===== src/rtl/core/lkm_pkg.sv =====
// ----------------------------------------------------------------------------
// lkm_pkg
// Shared types and constants of the layered keymap with sticky modifiers.
// ----------------------------------------------------------------------------
package lkm_pkg;

   localparam int ROWS   = 7;
   localparam int COLS   = 12;
   localparam int CELLS  = ROWS * COLS;
   localparam int CELL_W = (CELLS > 1) ? $clog2(CELLS) : 1;

   localparam int CODE_W   = 8;
   localparam int NUM_MODS = 4;
   localparam int MOD_W    = 2;

   localparam int QDEPTH = 4;
   localparam int QPTR_W = $clog2(QDEPTH);
   localparam int QCNT_W = $clog2(QDEPTH + 1);

   localparam int CSR_IDX_W = 3;
   localparam logic [CSR_IDX_W-1:0] CSR_NONE  = 3'd0;
   localparam logic [CSR_IDX_W-1:0] CSR_CTRL  = 3'd1;
   localparam logic [CSR_IDX_W-1:0] CSR_ALT   = 3'd2;
   localparam logic [CSR_IDX_W-1:0] CSR_SHIFT = 3'd3;
   localparam logic [CSR_IDX_W-1:0] CSR_SYM   = 3'd4;

   localparam logic [MOD_W-1:0] MOD_CTRL  = 2'd0;
   localparam logic [MOD_W-1:0] MOD_ALT   = 2'd1;
   localparam logic [MOD_W-1:0] MOD_SHIFT = 2'd2;
   localparam logic [MOD_W-1:0] MOD_SYM   = 2'd3;

   localparam logic KIND_SCAN  = 1'b0;
   localparam logic KIND_LOAD  = 1'b1;
   localparam logic LAYER_BASE = 1'b0;
   localparam logic LAYER_SYM  = 1'b1;

   localparam logic [CODE_W-1:0] RST_NONE_CODE  = 8'd0;
   localparam logic [CODE_W-1:0] RST_CTRL_CODE  = 8'd1;
   localparam logic [CODE_W-1:0] RST_ALT_CODE   = 8'd2;
   localparam logic [CODE_W-1:0] RST_SHIFT_CODE = 8'd3;
   localparam logic [CODE_W-1:0] RST_SYM_CODE   = 8'd4;

   typedef enum logic [1:0] {
      MODE_OFF,
      MODE_ONESHOT,
      MODE_LOCKED
   } mode_type;

   typedef struct packed {
      logic [CODE_W-1:0]                 none_code;
      logic [NUM_MODS-1:0][CODE_W-1:0]   mod_code;
   } cfg_type;

   typedef struct packed {
      logic [CODE_W-1:0] base_code;
      logic [CODE_W-1:0] sym_code;
      logic              in_range;
      logic              level;
      logic              rise;
      logic              last;
   } q_entry_type;

endpackage


===== src/rtl/core/lkm_ram.sv =====
// ----------------------------------------------------------------------------
// lkm_ram
// Generic single-write, single-read RAM with registered read (read-first).
// ----------------------------------------------------------------------------
module lkm_ram #(
   parameter  int WIDTH = 8,
   parameter  int DEPTH = 16,
   localparam int AW    = (DEPTH > 1) ? $clog2(DEPTH) : 1
) (
   input  logic             clock,
   input  logic             wr_en,
   input  logic [AW-1:0]    wr_addr,
   input  logic [WIDTH-1:0] wr_data,
   input  logic             rd_en,
   input  logic [AW-1:0]    rd_addr,
   output logic [WIDTH-1:0] rd_data
);

   logic [WIDTH-1:0] mem_ff [DEPTH];
   logic [WIDTH-1:0] rd_data_ff;

   always_ff @(posedge clock) begin
      if (wr_en) begin
         mem_ff[wr_addr] <= wr_data;
      end
      if (rd_en) begin
         rd_data_ff <= mem_ff[rd_addr];
      end
   end

   assign rd_data = rd_data_ff;

endmodule


===== src/rtl/core/lkm_front.sv =====
// ----------------------------------------------------------------------------
// lkm_front
// Accepts items, writes the keymap table, looks up scanned positions and
// detects press edges; pushes one queue entry per scan item.
// ----------------------------------------------------------------------------
module lkm_front (
   input  logic                              clock,
   input  logic                              reset,
   input  logic                              req_valid,
   output logic                              req_stall,
   input  logic                              req_kind,
   input  logic [2:0]                        req_row,
   input  logic [3:0]                        req_col,
   input  logic                              req_key_level,
   input  logic                              req_last_of_scan,
   input  logic                              req_layer,
   input  logic [lkm_pkg::CODE_W-1:0]        req_load_code,
   input  logic [lkm_pkg::QCNT_W-1:0]        q_count,
   output logic                              push,
   output lkm_pkg::q_entry_type              push_data
);

   logic                             accept;
   logic                             scan_acc;
   logic                             load_acc;
   logic                             in_range;
   logic [lkm_pkg::CELL_W-1:0]       entry_idx;
   logic [lkm_pkg::QCNT_W:0]         used;
   logic [lkm_pkg::CODE_W-1:0]       base_rdata;
   logic [lkm_pkg::CODE_W-1:0]       sym_rdata;
   logic                             prev_rdata;
   logic                             pvld_rd;

   logic [lkm_pkg::CELLS-1:0]        prev_vld_ff, prev_vld_in;
   logic                             look_vld_ff;
   logic                             look_inr_ff;
   logic                             look_level_ff;
   logic                             look_last_ff;
   logic                             look_pvld_ff;

   assign used      = {1'b0, q_count} + (lkm_pkg::QCNT_W + 1)'(look_vld_ff);
   assign req_stall = used >= (lkm_pkg::QCNT_W + 1)'(lkm_pkg::QDEPTH);
   assign accept    = req_valid && !req_stall;
   assign scan_acc  = accept && (req_kind == lkm_pkg::KIND_SCAN);
   assign load_acc  = accept && (req_kind == lkm_pkg::KIND_LOAD);

   assign in_range  = (int'(req_row) < lkm_pkg::ROWS) && (int'(req_col) < lkm_pkg::COLS);
   assign entry_idx = lkm_pkg::CELL_W'(req_row) * lkm_pkg::CELL_W'(lkm_pkg::COLS)
                      + lkm_pkg::CELL_W'(req_col);

   lkm_ram #(.WIDTH(lkm_pkg::CODE_W), .DEPTH(lkm_pkg::CELLS)) u_base_ram (
      .clock   (clock),
      .wr_en   (load_acc && in_range && (req_layer == lkm_pkg::LAYER_BASE)),
      .wr_addr (entry_idx),
      .wr_data (req_load_code),
      .rd_en   (scan_acc && in_range),
      .rd_addr (entry_idx),
      .rd_data (base_rdata)
   );

   lkm_ram #(.WIDTH(lkm_pkg::CODE_W), .DEPTH(lkm_pkg::CELLS)) u_sym_ram (
      .clock   (clock),
      .wr_en   (load_acc && in_range && (req_layer == lkm_pkg::LAYER_SYM)),
      .wr_addr (entry_idx),
      .wr_data (req_load_code),
      .rd_en   (scan_acc && in_range),
      .rd_addr (entry_idx),
      .rd_data (sym_rdata)
   );

   lkm_ram #(.WIDTH(1), .DEPTH(lkm_pkg::CELLS)) u_prev_ram (
      .clock   (clock),
      .wr_en   (scan_acc && in_range),
      .wr_addr (entry_idx),
      .wr_data (req_key_level),
      .rd_en   (scan_acc && in_range),
      .rd_addr (entry_idx),
      .rd_data (prev_rdata)
   );

   always_comb begin
      prev_vld_in = prev_vld_ff;
      pvld_rd     = 1'b0;
      if (in_range) begin
         pvld_rd = prev_vld_ff[entry_idx];
      end
      if (scan_acc && in_range) begin
         prev_vld_in[entry_idx] = 1'b1;
      end
   end

   always_ff @(posedge clock) begin
      if (reset) begin
         prev_vld_ff <= '0;
         look_vld_ff <= 1'b0;
      end else begin
         prev_vld_ff <= prev_vld_in;
         look_vld_ff <= scan_acc;
      end
   end

   always_ff @(posedge clock) begin
      if (scan_acc) begin
         look_inr_ff   <= in_range;
         look_level_ff <= req_key_level;
         look_last_ff  <= req_last_of_scan;
         look_pvld_ff  <= pvld_rd;
      end
   end

   assign push                = look_vld_ff;
   assign push_data.base_code = base_rdata;
   assign push_data.sym_code  = sym_rdata;
   assign push_data.in_range  = look_inr_ff;
   assign push_data.level     = look_level_ff;
   assign push_data.rise      = look_level_ff && !(look_pvld_ff && prev_rdata);
   assign push_data.last      = look_last_ff;

endmodule


===== src/rtl/core/lkm_queue.sv =====
// ----------------------------------------------------------------------------
// lkm_queue
// Short FIFO between lookup and modifier processing.
// ----------------------------------------------------------------------------
module lkm_queue (
   input  logic                        clock,
   input  logic                        reset,
   input  logic                        push,
   input  lkm_pkg::q_entry_type        push_data,
   input  logic                        pop,
   output logic                        head_valid,
   output lkm_pkg::q_entry_type        head,
   output logic [lkm_pkg::QCNT_W-1:0]  count
);

   lkm_pkg::q_entry_type             q_ff [lkm_pkg::QDEPTH];
   logic [lkm_pkg::QPTR_W-1:0]       wr_ptr_ff, wr_ptr_in;
   logic [lkm_pkg::QPTR_W-1:0]       rd_ptr_ff, rd_ptr_in;
   logic [lkm_pkg::QCNT_W-1:0]       count_ff, count_in;

   always_comb begin
      wr_ptr_in = wr_ptr_ff;
      rd_ptr_in = rd_ptr_ff;
      count_in  = count_ff;
      if (push) begin
         wr_ptr_in = wr_ptr_ff + 1'b1;
      end
      if (pop) begin
         rd_ptr_in = rd_ptr_ff + 1'b1;
      end
      if (push && !pop) begin
         count_in = count_ff + 1'b1;
      end else if (pop && !push) begin
         count_in = count_ff - 1'b1;
      end
   end

   always_ff @(posedge clock) begin
      if (reset) begin
         wr_ptr_ff <= '0;
         rd_ptr_ff <= '0;
         count_ff  <= '0;
      end else begin
         wr_ptr_ff <= wr_ptr_in;
         rd_ptr_ff <= rd_ptr_in;
         count_ff  <= count_in;
      end
   end

   always_ff @(posedge clock) begin
      if (push) begin
         q_ff[wr_ptr_ff] <= push_data;
      end
   end

   assign head_valid = count_ff != '0;
   assign head       = q_ff[rd_ptr_ff];
   assign count      = count_ff;

   a_no_overflow: assert property (@(posedge clock) disable iff (reset)
      push |-> (count_ff != lkm_pkg::QCNT_W'(lkm_pkg::QDEPTH)) || pop)
      else $error("queue overflow");

   a_no_underflow: assert property (@(posedge clock) disable iff (reset)
      pop |-> count_ff != '0)
      else $error("queue underflow");

endmodule


===== src/rtl/core/lkm_back.sv =====
// ----------------------------------------------------------------------------
// lkm_back
// Resolves the layer, steps the sticky modifiers and registers each result.
// ----------------------------------------------------------------------------
module lkm_back (
   input  logic                              clock,
   input  logic                              reset,
   input  lkm_pkg::cfg_type                  cfg,
   input  logic                              head_valid,
   input  lkm_pkg::q_entry_type              head,
   output logic                              pop,
   output logic                              rsp_valid,
   input  logic                              rsp_stall,
   output logic [lkm_pkg::CODE_W-1:0]        rsp_key_code,
   output logic                              rsp_key_down,
   output logic                              rsp_is_modifier,
   output logic [lkm_pkg::NUM_MODS-1:0]      rsp_mod_active,
   output logic                              rsp_scan_done
);

   lkm_pkg::mode_type                mode_ff [lkm_pkg::NUM_MODS];
   lkm_pkg::mode_type                mode_in [lkm_pkg::NUM_MODS];
   logic                             plain_ff, plain_in;
   logic                             rsp_vld_ff;
   logic [lkm_pkg::CODE_W-1:0]       code_ff;
   logic                             down_ff;
   logic                             is_mod_ff;
   logic [lkm_pkg::NUM_MODS-1:0]     active_ff;
   logic                             done_ff;

   logic [lkm_pkg::CODE_W-1:0]       key;
   logic                             emit;
   logic                             is_mod;
   logic [lkm_pkg::MOD_W-1:0]        mod_idx;
   logic                             down;
   logic [lkm_pkg::NUM_MODS-1:0]     active;

   function automatic lkm_pkg::mode_type step_mode(input lkm_pkg::mode_type m);
      lkm_pkg::mode_type r;
      unique case (m)
         lkm_pkg::MODE_OFF:     r = lkm_pkg::MODE_ONESHOT;
         lkm_pkg::MODE_ONESHOT: r = lkm_pkg::MODE_LOCKED;
         default:               r = lkm_pkg::MODE_OFF;
      endcase
      return r;
   endfunction

   assign pop = head_valid && (!rsp_vld_ff || !rsp_stall);

   always_comb begin
      key = head.base_code;
      if (mode_ff[lkm_pkg::MOD_SYM] != lkm_pkg::MODE_OFF && head.sym_code != cfg.none_code) begin
         key = head.sym_code;
      end
      emit    = head.in_range && (key != cfg.none_code);
      is_mod  = 1'b0;
      mod_idx = lkm_pkg::MOD_CTRL;
      for (int i = lkm_pkg::NUM_MODS - 1; i >= 0; i--) begin
         if (key == cfg.mod_code[i]) begin
            is_mod  = 1'b1;
            mod_idx = lkm_pkg::MOD_W'(i);
         end
      end
      mode_in  = mode_ff;
      plain_in = plain_ff;
      down     = head.level;
      if (pop && emit) begin
         if (is_mod) begin
            if (head.rise) begin
               mode_in[mod_idx] = step_mode(mode_ff[mod_idx]);
            end
            down = mode_in[mod_idx] != lkm_pkg::MODE_OFF;
         end else if (head.level) begin
            plain_in = 1'b1;
         end
      end
      if (pop && head.last) begin
         if (plain_in) begin
            for (int i = 0; i < lkm_pkg::NUM_MODS; i++) begin
               if (mode_in[i] == lkm_pkg::MODE_ONESHOT) begin
                  mode_in[i] = lkm_pkg::MODE_OFF;
               end
            end
         end
         plain_in = 1'b0;
      end
      for (int i = 0; i < lkm_pkg::NUM_MODS; i++) begin
         active[i] = mode_in[i] != lkm_pkg::MODE_OFF;
      end
   end

   always_ff @(posedge clock) begin
      if (reset) begin
         for (int i = 0; i < lkm_pkg::NUM_MODS; i++) begin
            mode_ff[i] <= lkm_pkg::MODE_OFF;
         end
         plain_ff   <= 1'b0;
         rsp_vld_ff <= 1'b0;
      end else begin
         mode_ff  <= mode_in;
         plain_ff <= plain_in;
         if (pop && emit) begin
            rsp_vld_ff <= 1'b1;
         end else if (!rsp_stall) begin
            rsp_vld_ff <= 1'b0;
         end
      end
   end

   always_ff @(posedge clock) begin
      if (pop && emit) begin
         code_ff   <= key;
         down_ff   <= down;
         is_mod_ff <= is_mod;
         active_ff <= active;
         done_ff   <= head.last;
      end
   end

   assign rsp_valid       = rsp_vld_ff;
   assign rsp_key_code    = code_ff;
   assign rsp_key_down    = down_ff;
   assign rsp_is_modifier = is_mod_ff;
   assign rsp_mod_active  = active_ff;
   assign rsp_scan_done   = done_ff;

   a_scan_end_clears: assert property (@(posedge clock) disable iff (reset)
      pop && head.last |=> !plain_ff)
      else $error("plain key flag survives end of scan");

   a_mod_down_active: assert property (@(posedge clock) disable iff (reset)
      rsp_vld_ff && is_mod_ff && down_ff && !done_ff |-> active_ff != '0)
      else $error("modifier down with no active modifier");

endmodule


===== src/rtl/core/layered_keymap_sticky_modifiers_unit.sv =====
// ----------------------------------------------------------------------------
// layered_keymap_sticky_modifiers_unit
// Two-layer keymap with four sticky modifiers (off, one-shot, locked).
//
// Request beats either load one keymap entry (req_kind high) or carry one
// scanned matrix position (req_kind low), with req_last_of_scan on the final
// position of a scan. Load beats give no response. A scan beat whose
// position resolves to a key code gives one response beat; empty and
// out-of-range positions give none.
// A taken request beat passes the lookup stage, the queue and the response
// register before rsp_valid rises. Throughput: one beat per cycle while
// rsp_stall is low, set by the single modifier-update step in the back end,
// which resolves each position with the symbol mode left by the beat before.
// A four-entry queue sits between lookup and modifier logic; req_stall rises
// when the queue plus the lookup stage hold four beats, so a stalled
// response side fills the queue before requests are held off.
// Reset clears press history and modifiers at once (no clearing pass); the
// keymap table is undefined until loaded. Write CSRs only while the block
// is idle.
// ----------------------------------------------------------------------------
module layered_keymap_sticky_modifiers_unit (
   input  logic                                 clock,
   input  logic                                 reset,
   input  logic                                 req_valid,
   output logic                                 req_stall,
   input  logic                                 req_kind,
   input  logic [2:0]                           req_row,
   input  logic [3:0]                           req_col,
   input  logic                                 req_key_level,
   input  logic                                 req_last_of_scan,
   input  logic                                 req_layer,
   input  logic [lkm_pkg::CODE_W-1:0]           req_load_code,
   output logic                                 rsp_valid,
   input  logic                                 rsp_stall,
   output logic [lkm_pkg::CODE_W-1:0]           rsp_key_code,
   output logic                                 rsp_key_down,
   output logic                                 rsp_is_modifier,
   output logic [lkm_pkg::NUM_MODS-1:0]         rsp_mod_active,
   output logic                                 rsp_scan_done,
   input  logic                                 csr_wr_en,
   input  logic [lkm_pkg::CSR_IDX_W-1:0]        csr_index,
   input  logic [lkm_pkg::CODE_W-1:0]           csr_wdata
);

   lkm_pkg::cfg_type                 cfg_ff, cfg_in;
   logic                             push;
   lkm_pkg::q_entry_type             push_data;
   logic                             pop;
   logic                             head_valid;
   lkm_pkg::q_entry_type             head;
   logic [lkm_pkg::QCNT_W-1:0]       q_count;

   always_comb begin
      cfg_in = cfg_ff;
      if (csr_wr_en) begin
         unique case (csr_index)
            lkm_pkg::CSR_NONE:  cfg_in.none_code = csr_wdata;
            lkm_pkg::CSR_CTRL:  cfg_in.mod_code[lkm_pkg::MOD_CTRL] = csr_wdata;
            lkm_pkg::CSR_ALT:   cfg_in.mod_code[lkm_pkg::MOD_ALT] = csr_wdata;
            lkm_pkg::CSR_SHIFT: cfg_in.mod_code[lkm_pkg::MOD_SHIFT] = csr_wdata;
            lkm_pkg::CSR_SYM:   cfg_in.mod_code[lkm_pkg::MOD_SYM] = csr_wdata;
            default:            cfg_in = cfg_ff;
         endcase
      end
   end

   always_ff @(posedge clock) begin
      if (reset) begin
         cfg_ff.none_code                   <= lkm_pkg::RST_NONE_CODE;
         cfg_ff.mod_code[lkm_pkg::MOD_CTRL]  <= lkm_pkg::RST_CTRL_CODE;
         cfg_ff.mod_code[lkm_pkg::MOD_ALT]   <= lkm_pkg::RST_ALT_CODE;
         cfg_ff.mod_code[lkm_pkg::MOD_SHIFT] <= lkm_pkg::RST_SHIFT_CODE;
         cfg_ff.mod_code[lkm_pkg::MOD_SYM]   <= lkm_pkg::RST_SYM_CODE;
      end else begin
         cfg_ff <= cfg_in;
      end
   end

   lkm_front u_front (
      .clock            (clock),
      .reset            (reset),
      .req_valid        (req_valid),
      .req_stall        (req_stall),
      .req_kind         (req_kind),
      .req_row          (req_row),
      .req_col          (req_col),
      .req_key_level    (req_key_level),
      .req_last_of_scan (req_last_of_scan),
      .req_layer        (req_layer),
      .req_load_code    (req_load_code),
      .q_count          (q_count),
      .push             (push),
      .push_data        (push_data)
   );

   lkm_queue u_queue (
      .clock      (clock),
      .reset      (reset),
      .push       (push),
      .push_data  (push_data),
      .pop        (pop),
      .head_valid (head_valid),
      .head       (head),
      .count      (q_count)
   );

   lkm_back u_back (
      .clock           (clock),
      .reset           (reset),
      .cfg             (cfg_ff),
      .head_valid      (head_valid),
      .head            (head),
      .pop             (pop),
      .rsp_valid       (rsp_valid),
      .rsp_stall       (rsp_stall),
      .rsp_key_code    (rsp_key_code),
      .rsp_key_down    (rsp_key_down),
      .rsp_is_modifier (rsp_is_modifier),
      .rsp_mod_active  (rsp_mod_active),
      .rsp_scan_done   (rsp_scan_done)
   );

endmodule

===== config.mk =====
export PLATFORM = sky130hd
export DESIGN_NAME = layered_keymap_sticky_modifiers_unit
export DESIGN_NICKNAME = d
export VERILOG_FILES = /design/src/rtl/core/lkm_pkg.sv /design/src/rtl/core/lkm_ram.sv /design/src/rtl/core/lkm_front.sv /design/src/rtl/core/lkm_queue.sv /design/src/rtl/core/lkm_back.sv /design/src/rtl/core/layered_keymap_sticky_modifiers_unit.sv
export SDC_FILE = /design/constraint.sdc
export NUM_CORES = 2
export LEC_CHECK = 0
export BUFFER_PORTS_ARGS = -buffer_cell sky130_fd_sc_hd__buf_2
export CORE_UTILIZATION = 25
export DETAILED_ROUTE_END_ITERATION = 16
export PLACE_DENSITY_LB_ADDON = 0.08
export SYNTH_ARGS = -nofsm -noshare
export SYNTH_HDL_FRONTEND = slang
export SYNTH_SLANG_ARGS = --single-unit

===== constraint.sdc =====
create_clock -name clock -period 4.85 [get_ports clock]
set_clock_uncertainty 0.15 [all_clocks]
set_input_delay 0.2425 -clock clock [delete_from_list [all_inputs] [get_ports clock]]
set_output_delay 0.2425 -clock clock [all_outputs]
set_load 0.03 [all_outputs]

# Yosys cells after proc, flatten, opt, wreduce, memory -nomap -nowiden
# Memories as Yosys holds them, arrays and structs flattened. A register that Yosys moved wholly into a read port is not among the register bits.
# Cells that the tools add are included.
totals:
  regBits: 161
  latch_bits: 0
  ram_bits: 1508
  mem_bits_ro: 0
  inputBits: 35
  output_inout_bits: 17
  wordCells: 160
  mem_count: 4
mem_list:
  columns: ["name", "depth", "width", "rd", "rd_ports_with_merged_regs", "write_ports", "line_no", "rtl"]
  rows:
  - ["u_front.u_base_ram.mem_ff", 84, 8, 1, 1, 1, "lkm_ram.sv:19", "logic [WIDTH-1:0] mem_ff [DEPTH];"]
  - ["u_front.u_sym_ram.mem_ff", 84, 8, 1, 1, 1, "lkm_ram.sv:19", null]
  - ["u_front.u_prev_ram.mem_ff", 84, 1, 1, 1, 1, "lkm_ram.sv:19", null]
  - ["u_queue.q_ff", 4, 20, 1, 1, 1, "lkm_queue.sv:16", "lkm_pkg::q_entry_type q_ff [lkm_pkg::QDEPTH];"]
classes:
  addsub: 6
  n_mul: 1
  n_div: 0
  magnitude_cmp: 7
  n_eq_ne: 16
  shift: 0
  n_mux: 55
  bitwise_logic: 4
  reduce_logical: 42
ops:
  columns: ["cell", "count"]
  rows:
  - ["OR 84 bit", 1]
  - ["two-way mux 8 bit", 8]
  - ["two-way mux 2 bit", 18]
  - ["== test 8 bit", 4]
  - ["two-way mux 1 bit", 20]
  - ["logical AND 1 bit", 19]
  - ["!= test 8 bit", 2]
  - ["nonzero test 2 bit", 7]
  - ["== test 2 x 1 -> 1 bit (second input constant)", 5]
  - ["AND reduction 2 bit", 5]
  - ["binary-select mux 2 bit (select 2 bit)", 2]
  - ["bitwise mux 8 bit", 1]
  - ["< comparator 7 x 8 -> 1 bit (second input constant)", 1]
  - ["adder 7 x 4 -> 7 bit", 1]
  - ["binary-select mux 1 bit (select 7 bit)", 1]
  - ["demux 1 bit (select 7 bit)", 1]
  - ["greater-or-equal comparator 7 x 1 -> 1 bit (second input constant)", 1]
  - ["== test 3 x 2 -> 1 bit (second input constant)", 2]
  - ["logical NOT 1 bit", 6]
  - ["two-way mux 3 bit", 2]
  - ["multiplier 3 x 2 -> 5 bit (second input constant)", 1]
  - ["adder 2 x 1 -> 2 bit (second input constant)", 2]
  - ["adder 3 x 1 -> 4 bit", 1]
  - ["demux 2 bit (select 2 bit)", 1]
  - ["18 further kinds", 19]

# Logic depth before layout (Yosys ltp)
depth:
  depth_word: 28
  ltp_mapped: 16
  mapped_depth_nobuf: 12

# By module
# From an unflattened synthesis, not the netlist that was laid out.
hier_totals:
  hier_cells: 3609
  hier_area_um2: 67688.7
modules_own_cells:
  columns: ["mod", "n_inst", "cells_each", "area_per_inst_um2", "seq_area_each_um2"]
  rows:
  - ["lkm_ram at u_front.u_base_ram ...", 2, 1193, 26356.5, 20419.6]
  - ["lkm_front", 1, 399, 3953.8, 1821.7]
  - ["lkm_ram at u_front.u_prev_ram", 1, 275, 3862.5, 2552.4]
  - ["lkm_queue", 1, 147, 3308.2, 2582.5]
  - ["lkm_back", 1, 253, 2217.1, 650.6]
  - ["layered_keymap_sticky_modifiers_unit", 1, 149, 1634.1, 800.8]

# Least setup slack after synthesis
# Ideal clock, no wire load.
synth_path:
  path_type: "reg-to-reg"
  from: "register with a tool-made name"
  to: "register u_back.mode_ff[3] in the netlist's numbering"
  setup_ps: 132
  t_arrival_ps: 3749
  required_ps: 4568
  path_slack_ps: 819
  stages_incl_launch_ff: 16
  n_path_buf: 3
  synth_period_minus_slack_ps: 4031
  cell_sequence: "dfxtp_1 > buf_6 > buf_8 > mux4_2 > xnor2_1 > nand4_2 > o21ai_4 > buf_6 > mux2_2 > o22ai_1 > nor4_2 > nor2_4 > nand2_2 > or4b_1 > nand2_1 > a21oi_1"
synth_rtl:
  columns: ["element", "line_no", "rtl"]
  rows:
  - ["end signal: indexed assignment", "lkm_back.sv:95", "mode_ff[i] <= lkm_pkg::MODE_OFF;"]
  - ["end signal: assignment", "lkm_back.sv:100", "mode_ff <= mode_in;"]
  - ["end: declaration", "lkm_back.sv:21", "lkm_pkg::mode_type mode_ff [lkm_pkg::NUM_MODS];"]

==> impl_summary.txt <==
----------------------------------------------------
[Drt]
  Detailed Route Iter0 Violations ... ~2800
  Number of antenna-violating nets in the routed design ... 0
  Per-cell via count in the routed design ... between 4 and 5
  Total via count after detailed routing ... 37900
  First-pass iteration count of the detailed router ... 5
  Final routed wirelength across all metal layers ... around 220000 um
  Number of remaining DRC errors ... 0
  Routed len/inst ... around 28 um

[Logic synthesis]
  Number of enable flip-flop cells after synthesis ... 1544
  Syn nets ... a little over 4000
  Synthesized area ... 0.0638 mm2
  Synth area leader ... sky130_fd_sc_hd__edfxtp_1
  Fraction of synthesized cell area taken by the top area cell type ... between 70 and 80%
  Count of different cell masters after synthesis ... 92
  Synth Warn # ... 0
  Number of standard cells after synthesis ... roughly 4000
  Mean instance size in the synthesized netlist ... around 16 um2
  Most area-consuming cells after synthesis ... sky130_fd_sc_hd__edfxtp_1 (73%), sky130_fd_sc_hd__a22oi_1 (5.2%), sky130_fd_sc_hd__dfxtp_1 (4.5%)
  Post-synthesis sequential area ratio ... roughly 77%
  Number of synthesized register bits ... roughly 1700
  Most frequently used flop master after synthesis ... sky130_fd_sc_hd__edfxtp_1
  Ys async rst share ... 0%

[Worst setup path]
  Setup crit end kind ... flip-flop
  Worst reg2reg setup slack ... approximately 0.34 ns
  Number of cells traversed by the worst register-to-register path ... 12
  Startpoint Class ... flip-flop
  Critical path type ... reg -> reg
  Worst-path maximum fanout ... 10
  Worst path required time ... ~5.4 ns
  Worst reg2reg path endpoint ... u_back.rsp_mod_active[0]
  Data arrival, critical path ... 5.05 ns

[Layout]
  Nets@finish ... around 4400
  Non-Filler Cell Area, Final ... 0.0768 mm2
  Share of layout cells above drive strength 1 ... roughly 17%
  Most common cell after layout, fill and taps aside ... sky130_fd_sc_hd__edfxtp_1
  Top library cells by usage in the layout, fill and taps aside ... sky130_fd_sc_hd__edfxtp_1 (1544), sky130_fd_sc_hd__nor2_1 (478), sky130_fd_sc_hd__a22oi_1 (442), sky130_fd_sc_hd__buf_4 (319), sky130_fd_sc_hd__clkbuf_16 (196)
  Synthesis-to-finish area growth ... 20.5%
  Non-filler cells, final ... a little under 8000

[Global route]
  Global-route usage over all layers ... ~17%
  Leftover overflow at the end of global routing ... 0
  Vias in the first global route ... approximately 39000
  Largest net degree at the start of global routing ... around 160
  Global-route wire length before repair ... approximately 310000 um
  Antenna violations before repair ... 8

[Power]
  P_sw ... approximately 8.7 mW
  Part of the power in the clock network ... between 40% and 50%
  Total power density per cell area ... 440 mW/mm2
  Leakage power total ... 23.8 nW
  Fraction of power consumed by sequential logic ... a little under half
  Peak supply drop ... 0.395 mV
  Fraction of power consumed by combinational cells ... a little over a tenth
  Power Internal ... around 25 mW
  Total power of the final layout ... 33.8 mW
  Switching Share ... between 20% and 30%

[Clock tree]
  Clock insertion delay at the later pin of the skew report ... 0.85 ns
  Maximum number of buffers from clock root to sink ... 3
  Number of buffers inserted by post-CTS setup repair ... 0
  Reg clk slew, reported paths ... around 0.060 ns
  CTS tree ... built
  Clock sink count ... roughly 1700
  CTS Root Buffer Type ... sky130_fd_sc_hd__clkbuf_16
  CTS HTree Levels ... 4
  Cts bufs inserted ... approximately 190

[Run status]
  Outcome ... completed

[STA]
  Part of the cycle the worst path needs ... approximately 93%
  Summed negative setup slack over all endpoints ... 0 ns
  Final Hold Viols ... 0
  Worst slew slack as a fraction of its limit ... about an eighth
  Actual slew at the worst max-slew pin ... about 1.3 ns
  Period minus WS final ... around 4.5 ns
  Maximum operating frequency ... roughly 0.22 GHz
  Max Transition Viols Final ... 0
  RSZ-0062 raised after global routing ... no
  Number of setup violations in the final report ... 0
  Worst setup margin ... 0.338 ns

[Placement]
  Number of cells in the design after placement ... 7480
  Final HPWL DP ... about 140000 um
  Area after detailed placement ... between 0.07 and 0.08 mm2
  Final RePlAce weighted congestion ... about 0.76
  Setup WS pre-CTS ... -0.378 ns
  Buffers added on ports ... 51

[Job]
  Max-capacitance violation count ... 0

[Min path]
  Number of stages on the worst hold path ... 2
  Origin of the worst min-delay path ... req_load_code[7]
  Endpoint of the worst hold path ... u_front.u_sym_ram.mem_ff[79][7]
  Min-delay worst type ... in -> reg

[Floorplan]
  Total die area ... 0.257 mm2
  IO Count ... 52
  Die boundary height ... between 500 and 600 um
  Initial cell density of the core ... roughly 25%
  Row cnt ... approximately 190
  Die width ... 507 um
  Area inside the core boundary ... around 0.25 mm2

----------------------------------------------------
per-stage QoR:
stage	util, %	hold WS, ns
after floorplan	-	0.172
after global placement	27.7	0.298
after detailed placement	27.7	0.304
after CTS	30.3	0.0169
after global routing	30.3	0.0594
final	30.3	0.0953
synthesized netlist by cell type (4+ instances only):
cell                           n
sky130_fd_sc_hd__a211oi_1     15
sky130_fd_sc_hd__a21oi_1      86
sky130_fd_sc_hd__a221oi_1    139
sky130_fd_sc_hd__a22o_1      139
sky130_fd_sc_hd__a22oi_1     442
sky130_fd_sc_hd__a311oi_1      5
sky130_fd_sc_hd__a31oi_1     102
sky130_fd_sc_hd__a41oi_1      12
sky130_fd_sc_hd__and2_1       10
sky130_fd_sc_hd__and3_1        7
sky130_fd_sc_hd__buf_1        54
sky130_fd_sc_hd__buf_6         6
sky130_fd_sc_hd__clkbuf_1    196
sky130_fd_sc_hd__dfxtp_1     144
sky130_fd_sc_hd__edfxtp_1   1544
sky130_fd_sc_hd__ha_1         10
sky130_fd_sc_hd__inv_1        38
sky130_fd_sc_hd__mux2_2        5
sky130_fd_sc_hd__mux2i_1      16
sky130_fd_sc_hd__mux4_2       35
sky130_fd_sc_hd__nand2_1     140
sky130_fd_sc_hd__nand2b_1      9
sky130_fd_sc_hd__nand3_1      20
sky130_fd_sc_hd__nand3b_1     10
sky130_fd_sc_hd__nand4_1      58
sky130_fd_sc_hd__nor2_1      480
sky130_fd_sc_hd__nor3_1       23
sky130_fd_sc_hd__nor4_1       12
sky130_fd_sc_hd__o2111ai_1    10
sky130_fd_sc_hd__o211ai_1     22
sky130_fd_sc_hd__o21ai_0      29
sky130_fd_sc_hd__o221ai_1      8
sky130_fd_sc_hd__o22ai_1       6
sky130_fd_sc_hd__o2bb2ai_1     4
sky130_fd_sc_hd__or2_2         7
sky130_fd_sc_hd__or3_1        10
sky130_fd_sc_hd__xnor2_1      28
sky130_fd_sc_hd__xor2_1       14
per-layer routing:
layer  wire length [um]  global-route usage, %  up-vias
li1                   -                      -    16800
met1             105000                   24.1    20100
met2             107000                   28.4      770
met3               7750                   2.07      236
met4               3770                   3.78        0
met5                  0                      0        -
cell families after synthesis:
logic type / after synthesis / synth area share, %
flip-flops: 1688 / 77.2
AO/OA/AOI/OAI: 1056 / 12.6
AND/OR/NAND/NOR: 815 / 5.71
multiplexers: 60 / 1.71
buffers and inverters: 300 / 1.87
XOR/XNOR: 45 / 0.653
adder cells (fa/ha/maj): 13 / 0.290
final cells by class:
class | instances | area [um2]
antenna | 3 | 7.51
clock buffer | 247 | 5150
clock inverter | 104 | 852
fill | 25100 | 177000
inverter | 39 | 149
multi-input combinational | 1989 | 13500
sequential | 1688 | 49300
tap | 3366 | 4210
timing repair buffer | 444 | 3740
sequential cells by signal, indices dropped and copies added, names as in the netlist, 2 cells and up, named ones only:
signal,count
u_front.u_base_ram.mem_ff,672
u_front.u_sym_ram.mem_ff,672
u_front.prev_vld_ff,84
u_front.u_prev_ram.mem_ff,84
u_queue.q_ff,80
cfg_ff,40
u_back.mode_ff,8
u_back.rsp_key_code,8
u_front.u_base_ram.rd_data,8
u_front.u_sym_ram.rd_data,8
u_back.rsp_mod_active,4
u_queue.count,3
u_queue.rd_ptr_ff,2
u_queue.wr_ptr_ff,2
critical path, cell delays in order (launching register included):
cell and delay (ns):
sky130_fd_sc_hd__dfxtp_4 0.47, sky130_fd_sc_hd__mux4_2 0.67, sky130_fd_sc_hd__xnor2_1 0.26, sky130_fd_sc_hd__nand4_2 0.19, sky130_fd_sc_hd__o21ai_4 0.34, sky130_fd_sc_hd__mux2i_1 0.46, sky130_fd_sc_hd__o221ai_1 0.26, sky130_fd_sc_hd__nor4_4 0.59
sky130_fd_sc_hd__o211ai_1 0.18, sky130_fd_sc_hd__o211a_1 0.18, sky130_fd_sc_hd__o21ai_4 0.26, sky130_fd_sc_hd__a21oi_1 0.13, sky130_fd_sc_hd__o31ai_2 0.22
worst max-delay path by stage:
| stage | slack [ns] | from | to |
|---|---|---|---|
| final | 0.34 | flip-flop | u_back.rsp_mod_active[0] |
| after global routing | 0.009 | flip-flop | u_back.rsp_valid |
| after CTS | 0.14 | flip-flop | u_back.rsp_valid |
| after detailed placement | -0.38 | req_row[1] | u_front.u_sym_ram.rd_data[4] |
| after global placement | -0.35 | req_row[1] | u_front.u_sym_ram.rd_data[4] |
| after floorplan | 0.82 | flip-flop | u_back.mode_ff[3] |
power by group through the flow:
| stage | logic (mW) | clock network [mW] | registers, mW |
|---|---|---|---|
| after global placement | 3.63 | 0 | 16.5 |
| after global routing | 3.82 | 15.0 | 16.2 |
| final | 3.56 | 14.0 | 16.2 |
| after detailed placement | 3.61 | 0 | 16.5 |
| after floorplan | 1.77 | 0 | 16.5 |
| after CTS | 3.65 | 14.5 | 16.2 |
what timing repair did:
action	4_1_cts	5_1_grt
hold endpoints to repair	688	0
gates resized for setup	0	3
hold buffers	46	0
endpoints found under the setup margin	0	7
Power figures use the tool's default switching activity.
